--- src/rtl/shared_pool_multi_queue_defines.svh ---
// Assertion macros used by the queue pool datapath.
`ifndef SHARED_POOL_MULTI_QUEUE_DEFINES_SVH
`define SHARED_POOL_MULTI_QUEUE_DEFINES_SVH
`ifndef SYNTHESIS
`define SPMQ_ASSERT(name, clk, rst, ante, cons) \
   name: assert property (@(posedge clk) disable iff (rst) (ante) |-> (cons)) \
      else $error("spmq assertion failed");
`define SPMQ_ASSERT_NXT(name, clk, rst, ante, cons) \
   name: assert property (@(posedge clk) disable iff (rst) (ante) |=> (cons)) \
      else $error("spmq assertion failed");
`else
`define SPMQ_ASSERT(name, clk, rst, ante, cons)
`define SPMQ_ASSERT_NXT(name, clk, rst, ante, cons)
`endif
`endif

--- src/rtl/spmq_pkg.sv ---
// Shared constants and control types for the queue pool.
package spmq_pkg;

   localparam int DEF_NUM_QUEUES = 16;
   localparam int DEF_NUM_CHUNKS = 128;
   localparam int DEF_CHUNK_LEN  = 15;

   localparam int QID_W    = 4;
   localparam int BYTE_W   = 8;
   localparam int STATUS_W = 2;
   localparam int LINK_W   = 8;

   localparam logic [LINK_W-1:0] LINK_NONE = 8'd255;

   localparam logic OP_PUT = 1'b0;
   localparam logic OP_GET = 1'b1;

   localparam logic [STATUS_W-1:0] ST_OK          = 2'd0;
   localparam logic [STATUS_W-1:0] ST_POOL_EMPTY  = 2'd1;
   localparam logic [STATUS_W-1:0] ST_QUEUE_EMPTY = 2'd2;

   typedef struct packed {
      logic load_item;
      logic put_fail;
      logic put_direct;
      logic put_alloc_rd;
      logic put_link;
      logic put_finish;
      logic get_fail;
      logic get_link_rd;
      logic get_data_rd;
      logic get_adv;
      logic get_finish;
   } cmd_type;

   typedef struct packed {
      logic op;
      logic bad_queue;
      logic queue_empty;
      logic need_chunk;
      logic pool_empty;
      logic head_spent;
      logic out_free;
   } stat_type;

endpackage

--- src/rtl/spmq_ctrl.sv ---
// Operation sequencer of the queue pool.
module spmq_ctrl import spmq_pkg::*; (
   input  logic     clock,
   input  logic     reset,
   input  logic     req_valid,
   output logic     req_ready,
   input  stat_type stat,
   output cmd_type  cmd
);

   localparam logic [2:0] S_IDLE     = 3'd0;
   localparam logic [2:0] S_EXEC     = 3'd1;
   localparam logic [2:0] S_PUT_LINK = 3'd2;
   localparam logic [2:0] S_PUT_NONE = 3'd3;
   localparam logic [2:0] S_GET_LINK = 3'd4;
   localparam logic [2:0] S_GET_DATA = 3'd5;

   logic [2:0] state_ff;
   logic [2:0] state_in;

   always_comb begin
      cmd       = '0;
      state_in  = state_ff;
      req_ready = (state_ff == S_IDLE);
      unique case (state_ff)
         S_IDLE: begin
            if (req_valid) begin
               cmd.load_item = 1'b1;
               state_in      = S_EXEC;
            end
         end
         S_EXEC: begin
            if (stat.op == OP_PUT) begin
               if (stat.bad_queue || (stat.need_chunk && stat.pool_empty)) begin
                  if (stat.out_free) begin
                     cmd.put_fail = 1'b1;
                     state_in     = S_IDLE;
                  end
               end else if (stat.need_chunk) begin
                  cmd.put_alloc_rd = 1'b1;
                  state_in         = S_PUT_LINK;
               end else if (stat.out_free) begin
                  cmd.put_direct = 1'b1;
                  state_in       = S_IDLE;
               end
            end else begin
               if (stat.bad_queue || stat.queue_empty) begin
                  if (stat.out_free) begin
                     cmd.get_fail = 1'b1;
                     state_in     = S_IDLE;
                  end
               end else if (stat.head_spent) begin
                  cmd.get_link_rd = 1'b1;
                  state_in        = S_GET_LINK;
               end else begin
                  cmd.get_data_rd = 1'b1;
                  state_in        = S_GET_DATA;
               end
            end
         end
         S_PUT_LINK: begin
            cmd.put_link = 1'b1;
            state_in     = S_PUT_NONE;
         end
         S_PUT_NONE: begin
            if (stat.out_free) begin
               cmd.put_finish = 1'b1;
               state_in       = S_IDLE;
            end
         end
         S_GET_LINK: begin
            cmd.get_adv = 1'b1;
            state_in    = S_GET_DATA;
         end
         S_GET_DATA: begin
            if (stat.out_free) begin
               cmd.get_finish = 1'b1;
               state_in       = S_IDLE;
            end
         end
         default: begin
            state_in = S_IDLE;
         end
      endcase
   end

   always_ff @(posedge clock) begin
      if (reset) begin
         state_ff <= S_IDLE;
      end else begin
         state_ff <= state_in;
      end
   end

endmodule

--- config.mk ---
export PLATFORM = sky130hd
export DESIGN_NAME = spmq_ctrl
export DESIGN_NICKNAME = d
export VERILOG_FILES = /design/src/rtl/shared_pool_multi_queue_defines.svh /design/src/rtl/spmq_pkg.sv /design/src/rtl/spmq_ctrl.sv
export SDC_FILE = /design/constraint.sdc
export NUM_CORES = 1
export LEC_CHECK = 0
export ABC_AREA = 1
export BUFFER_PORTS_ARGS = -buffer_cell sky130_fd_sc_hd__buf_2
export CORE_AREA = 2 2 39 41
export CTS_CLUSTER_SIZE = 8
export DETAILED_ROUTE_END_ITERATION = 10
export DIE_AREA = 0 0 41 43
export PLACE_DENSITY = 0.51
export SKIP_LAST_GASP = 1
export SYNTH_ARGS = -nofsm -noshare
export SYNTH_HDL_FRONTEND = slang
export SYNTH_SLANG_ARGS = --single-unit
--- constraint.sdc ---
create_clock -name clock -period 1.9 [get_ports clock]
set_input_delay 0.19 -clock clock [delete_from_list [all_inputs] [get_ports clock]]
set_output_delay 0.19 -clock clock [all_outputs]
set_load 0.02 [all_outputs]
* Yosys cells after proc, flatten, opt, wreduce, memory -nomap -nowiden *
Cells that the tools add are included.

word-level totals
  flip-flop bits (word level) = 3
  input port bits = 10
  output and inout port bits = 12
  word-level logic and storage cells = 39

cells by class
  eq/ne operators = 6
  multiplexer cells = 27
  reductions and logical operators = 5

operators with widths
  operator                                             count
  2-to-1 mux 3 bit                                     10
  case mux 3 bit (5 select lines)                      1
  2-to-1 mux 1 bit                                     14
  equality test 3 x 2 -> 1 bit, second input constant  2
  equality test 3 bit, second input constant           2
  2-to-1 mux 2 bit                                     2
  equality test 3 x 1 -> 1 bit, second input constant  1
  zero test 3 bit                                      1
  logical OR 1 bit                                     2
  inequality test 2 bit, second input constant         1
  OR reduction 2 bit                                   1
  logical AND 1 bit                                    1

* Logic depth before layout (Yosys ltp) *
Gate-level depths: netlist (run 1).

  depth after elaboration = 5
  depth in mapped cells = 8
  mapped depth without buffers = 8

* Worst setup path before layout (run 1) *
No wires, ideal clock.

  path kind = reg2out
  start = register state_ff[1]
  end = output cmd[9] (netlist name)
  arrival = 1234 ps
  data required time = 1710 ps
  setup slack = 476 ps
  cell stages (with the launch flop) = 4
  path buffers = 0
  cells stage by stage = dfxtp_1 inv_1 nand3_2 nor4_1

RTL lines
  item                    line             source
  start, declared         spmq_ctrl.sv:18  logic [2:0] state_ff;
  start signal, assigned  spmq_ctrl.sv:91  state_ff <= state_in;
  end, declared           spmq_ctrl.sv:8   output cmd_type cmd

==> impl_metrics.ini, run 1 <==
[placed_design]
place_congestion = 0.832
portBuffers = 21
dp_hpwl_um = 714
post_dp_cell_area_um2 = 437

[final_layout]
largest_register_ff_count = 3
layout-drive-gt1-share_pct = 29.1
post-route-util_pct = 33.5
fillers = 169
reg.largest.list = state_ff x3
final_area_um2 = 463
top_register = state_ff
num-nets-final = 97
synthToLayoutAreaGrowth_pct = 48.6
antenna_cells = 0

[logic_synthesis]
syn_area_per_cell_um2 = 5.11
synth_area_um2 = 312
syn-num-nets = 71
synth.most_common_cell = inv_1
synth_edf_count = 0
ys_seq_area_share_pct = 19.3
ys_types = 12
syn_inst = 61
synthTopCellsByCount = 17 x inv_1, 14 x nor2_1, 9 x nand2_1
synthFlopType = dfxtp_1
yosys-top-cells-area = inv_1 20%, dfxtp_1 19%, nor2_1 17%
ys_async_sr_fraction_pct = 0
yosys_warnings = 0
synth_seq_cells = 3
synth_top_cell_by_area = inv_1
yosysTopAreaCellShare_pct = 20.5

[floorplan]
die_h_um = 43
die_w_um = 41
rows = 14
ios = 22
core_area_mm2 = 0.00138
start_util_pct = 22.5
dieArea_mm2 = 0.00176

[global_routing]
grt_usage_pct = 11.1
grt_max_degree = 8
grt_pass1_vias = 372
antenna_found_initial = 0
grt_pass1_wl_um = 1340
grt_overflow = 0

[route]
topRoutingLayerUsed = met4
routed_wl_um = 850
wl_met1_um = 396
final_antenna_net_count = 0
dr.pass1.iters = 4
vias = 431
met3_wirelength_um = 67
avgRoutedWirePerCell_um = 8.33
routed-wl-met2_um = 375
vias_per_cell = 4.23
drc_errors = 0
drtIter0Drc = 5

[timing]
fin_setup_tns_ns = 0
tightest_slew_ns = 0.266
slew_headroom_pct = 82.1
finClkSkew_ns = 0.000287
setup_viol = 0
min_period_ns = 1.51
max_freq_ghz = 0.663
hold_ws_ns = 0.167
hold_viol = 0
final_max_slew_viol_count = 0
fin_crit_sh_pct = 79.4
rsz0062_at_grt = false

[setup_path]
crit_family = simple AND/OR/NAND/NOR gates
r2r_end = state_ff[1]
cp_slowest_cell = dfxtp_1
cp_data_required_time_ns = 1.71
critical_path_class = flop to output port
cp.arrival_ns = 1.32
worst-path-max-fanout = 6
reg2reg_from = state_ff[1]
path_buf_inv = 2
worstSetupStartpointType = flop
reg2regPathDepth = 4
crit_start = state_ff[1]
endpoint_kind = output port
cp_cell_sequence = inv_1 > nand3_2 > nor4_1 > buf_2
slowest_delay_ns = 0.32
r2r_slack_ns = 0.82

[clock_network]
cts.sinks = 3
postCtsResizedCells = 0
cts_made_buffers = 3
path_clk_slew_ns = 0.04
h-tree-depth = 1
cts_tree = yes
cts_setup_buffers = 0
clock_latency_ns = 0.23
postCtsHoldBufs = 0
root_buffer = clkbuf_4
cts.path.max_buffers = 2

[hold_path]
hold_path.class = input pin to flop
holdCritStartpoint = reset
hold_depth = 2
hold_end = state_ff[2]

[run_status]
outcome = finished clean

[run]
maxCapViolCount = 0

[power_and_ir_drop]
leakage_nw = 0.289
vdd_drop_max_mv = 0.237
pwr_density_cell_mw_per_mm2 = 541
total_power_uw = 251
[power breakdown]
part / switching [mW] / internal, mW
combinational: 0.0430 / 0.0251
clock: 0.0326 / 0.0787
sequential: 0.00468 / 0.0665
total: 0.0803 / 0.170
[worst register-to-register path, stage by stage (launching register included)]
cell,delay (ns)
dfxtp_1,0.32
inv_1,0.12
nand3_2,0.14
or2_1,0.27
a21oi_1,0.14
[layout by cell type (no fill, tap or decap)]
master,netlist,layout
nand3_2,1,1
clkbuf_4,0,3
a21oi_1,4,4
inv_1,17,17
or2_1,1,1
nor3_1,3,3
buf_2,0,21
nor4_1,2,2
clkbuf_1,0,1
nand3_1,4,4
o21ai_0,2,2
nand2_1,9,9
dfxtp_1,3,3
nor2_1,14,14
o21bai_1,1,1
[per-stage QoR]
step           worst slack, ns  cells
6_report                 0.392    102
4_1_cts                  0.402    102
3_5_place_dp             0.650     98
5_1_grt                  0.274    102
3_3_place_gp             0.659     98
2_1_floorplan            0.476     61
[cell type report]
cell class	instances	area [µm²]	share of cell area (%)
tap	16	20.0	4.32
timing repair buffer	21	105	22.7
sequential	3	60.1	13.0
clock buffer	4	26.3	5.68
multi-input combinational	41	188	40.5
inverter	17	63.8	13.8
[worst max path at each step]
stage / endpoint / slack, ns / depth (start not counted)
floorplan: cmd[9] / 0.48 / 3
global placement: cmd[7] / 0.66 / 5
detailed placement: cmd[9] / 0.65 / 4
CTS: cmd[9] / 0.40 / 4
global route: cmd[2] / 0.27 / 5
finish: cmd[9] / 0.39 / 4
[routing by layer]
metal	track usage, %	vias to the layer above
li1	-	237
met1	14.1	174
met2	16.3	18
met3	3.14	2
met4	6.00	0
met5	0	-
[cell families (layout without fill, tap and decap cells)]
group | count (synthesis) | in the layout | synth area share [%]
AND/OR/NAND/NOR | 34 | 34 | 48.2
buffers and inverters | 17 | 42 | 20.5
AO/OA/AOI/OAI | 7 | 7 | 12.0
flip-flops | 3 | 3 | 19.3
No activity file was read; power rests on OpenSTA's default activity.
==> inputs of run 2 (changes only) <==
- ABC_AREA: 1 -> 0
- PLACE_DENSITY: 0.51 -> 0.5
- clock period: 1.9 -> 1.3 ns (I/O delays scaled with it)
==> run 2 against run 1 <==
Against the previous run: the run now ends with setup timing left; critical path type unchanged; non-clock buffer count increased by 14; final cell count shrank 8.8%; critical path depth stayed put; wire length up 23%; worst hold slack gained 0.043 ns; largest power group is now combinational cells.
==> impl_metrics.ini, run 2 <==
[power_and_ir_drop]
pwr-share-seq_pct = 23.1
power_frac_clock_pct = 38.1
total_power_uw = 428
internal_power_uw = 297
leakage_nw = 0.312
combPwrFrac_pct = 38.8
power.share.switching_pct = 30.6
vdd_drop_max_mv = 0.520
p_switching_uw = 131
pwr_density_cell_mw_per_mm2 = 640

[setup_path]
slowest_delay_ns = 0.38
cp_slowest_cell = or3b_4
cp_data_required_time_ns = 1.17
cp.arrival_ns = 1.39
crit_family = simple AND/OR/NAND/NOR gates
r2r_slack_ns = -0.08
cp_cell_sequence = or3b_4 > buf_6 > nor4_4 > buf_4
critical_path_class = flop to output port
endpoint_kind = output port
path_buf_inv = 2
worstSetupStartpointType = flop
worst-path-max-fanout = 4

[route]
vias_per_cell = 4.70
drc_errors = 0
dr.pass1.iters = 2
vias = 437
final_antenna_net_count = 0
avgRoutedWirePerCell_um = 11.2
drtIter0Drc = 4
routed_wl_um = 1040

[logic_synthesis]
synth_area_um2 = 277
syn-num-nets = 49
syn_area_per_cell_um2 = 7.09
synthTopCellsByCount = 5 x nor2_1, 3 x dfxtp_1, 3 x nand2b_1, 3 x nor3_1, 3 x nor3b_1
ys_seq_area_share_pct = 21.7
syn_inst = 39
synth_seq_cells = 3
synthFlopType = dfxtp_1
synth_edf_count = 0
ys_types = 23
ys_async_sr_fraction_pct = 0
synth.most_common_cell = nor2_1
yosys-top-cells-area = dfxtp_1 22%, nor3b_1 8.1%, nand2b_1 6.8%
yosys_warnings = 0
yosysTopAreaCellShare_pct = 21.7
synth_top_cell_by_area = dfxtp_1

[floorplan]
die_h_um = 43
ios = 22
core_area_mm2 = 0.00138
start_util_pct = 20.0
dieArea_mm2 = 0.00176
rows = 14
die_w_um = 41

[final_layout]
fillers = 135
antenna_cells = 0
layout-drive-gt1-share_pct = 67.5
top_register = state_ff
final_common_cell = buf_4
num-nets-final = 88
layout_common_cells = 15 x buf_4, 12 x buf_2, 8 x buf_6
reg.largest.list = state_ff x3
largest_register_ff_count = 3
synthToLayoutAreaGrowth_pct = 142

[clock_network]
path_clk_slew_ns = 0.04
clock_latency_ns = 0.23
root_buffer = clkbuf_4
cts.sinks = 3
cts.path.max_buffers = 2
h-tree-depth = 1
cts_made_buffers = 3
cts_tree = yes

[timing]
setup_ws_ns = -0.217
hold_viol = 0
min_period_ns = 1.52
max_freq_ghz = 0.659
rsz0062_at_grt = true
slew_headroom_pct = 60.6
fin_setup_tns_ns = -1.09
setup_viol = 7
tightest_slew_ns = 0.589
finClkSkew_ns = 0.00293
fin_crit_sh_pct = 117
final_max_slew_viol_count = 0

[global_routing]
grt_usage_pct = 13.3
antenna_found_initial = 0
grt_max_degree = 7
grt_pass1_vias = 400
grt_pass1_wl_um = 1590
grt_overflow = 0

[placed_design]
portBuffers = 21
dp_hpwl_um = 759
place_congestion = 0.787
place_ws_ns = -0.136

[run]
maxCapViolCount = 0

[hold_path]
hold_path.class = input pin to flop

[run_status]
outcome = complete, but fails checks
violations = setup timing
-- run 2: changes by cell type in the layout (fill, tap and decap cells not counted), sizes merged, moves of 2 or more --
cell	change
a21oi	-3
a22oi	+2
and2	+2
buf	+14
inv	-16
nand2	-7
nand2b	+3
nand3	-4
nor2	-9
nor3b	+3
-- run 2: repair_timing --
item / CTS / global route
pin swaps: 7 / 7
resized for setup: 23 / 8
hold buffers: 0 / 0
buffers inserted: 5 / 0
endpoints found under the setup margin: 9 / 13
-- run 2: power groups by stage --
stage / Clock [mW] / Combinational (mW) / Sequential, mW
floorplan: 0 / 0.0636 / 0.102
global placement: 0 / 0.125 / 0.101
detailed placement: 0 / 0.125 / 0.101
CTS: 0.171 / 0.159 / 0.0987
global route: 0.187 / 0.181 / 0.0997
finish: 0.163 / 0.166 / 0.0988
-- run 2: per-layer routing --
metal	share of wire, %	track usage, %	vias to the layer above	wire, µm
met5	0	0	-	0
met1	41	14.4	200	423
li1	-	-	220	-
met2	52	21.9	17	543
met3	7.3	7.85	0	76
met4	0	2.00	0	0
-- run 2: worst reg2reg max path, delay by kind of cell (launching register included) --
kind / cells / cell delay [ns]
flip-flops: 1 / 0.34
AO/OA/AOI/OAI: 1 / 0.15
AND/OR/NAND/NOR: 2 / 0.81
-- run 2: logic make-up after synthesis --
| logic type | after synthesis | share of synthesized area [%] |
|---|---|---|
| and+or+nand+nor | 28 | 60.2 |
| DFF | 3 | 21.7 |
| AOI/OAI and AO/OA | 6 | 14.0 |
| buffers and inverters | 2 | 4.07 |
-- run 2: worst paths after layout --
path | start | cells past startpoint | endpoint
setup / recovery | state_ff[1] | 4 | cmd[2]
hold / removal | reset | 3 | state_ff[0]
setup reg to reg | state_ff[1] | 3 | state_ff[0]
hold reg to reg | state_ff[2] | 2 | state_ff[1]
-- run 2: area by class of cell --
class                           count  area, µm²  area share, %
Multi-Input combinational cell     34        289           43.3
Tap cell                           16       20.0           3.00
Clock buffer                        4       26.3           3.93
Sequential cell                     3       66.3           9.93
Timing Repair Buffer               35        263           39.3
Inverter                            1       3.75          0.562
-- run 2: through the flow --
stage               util (%)  hold slack [ns]  instance area [µm²]  cells
floorplan                  -            0.295                  313     39
global placement        36.3            0.431                  502     85
detailed placement      36.3            0.440                  502     85
CTS                     46.3            0.186                  641     93
global route            48.3            0.200                  668     93
finish                  48.3            0.210                  668     93
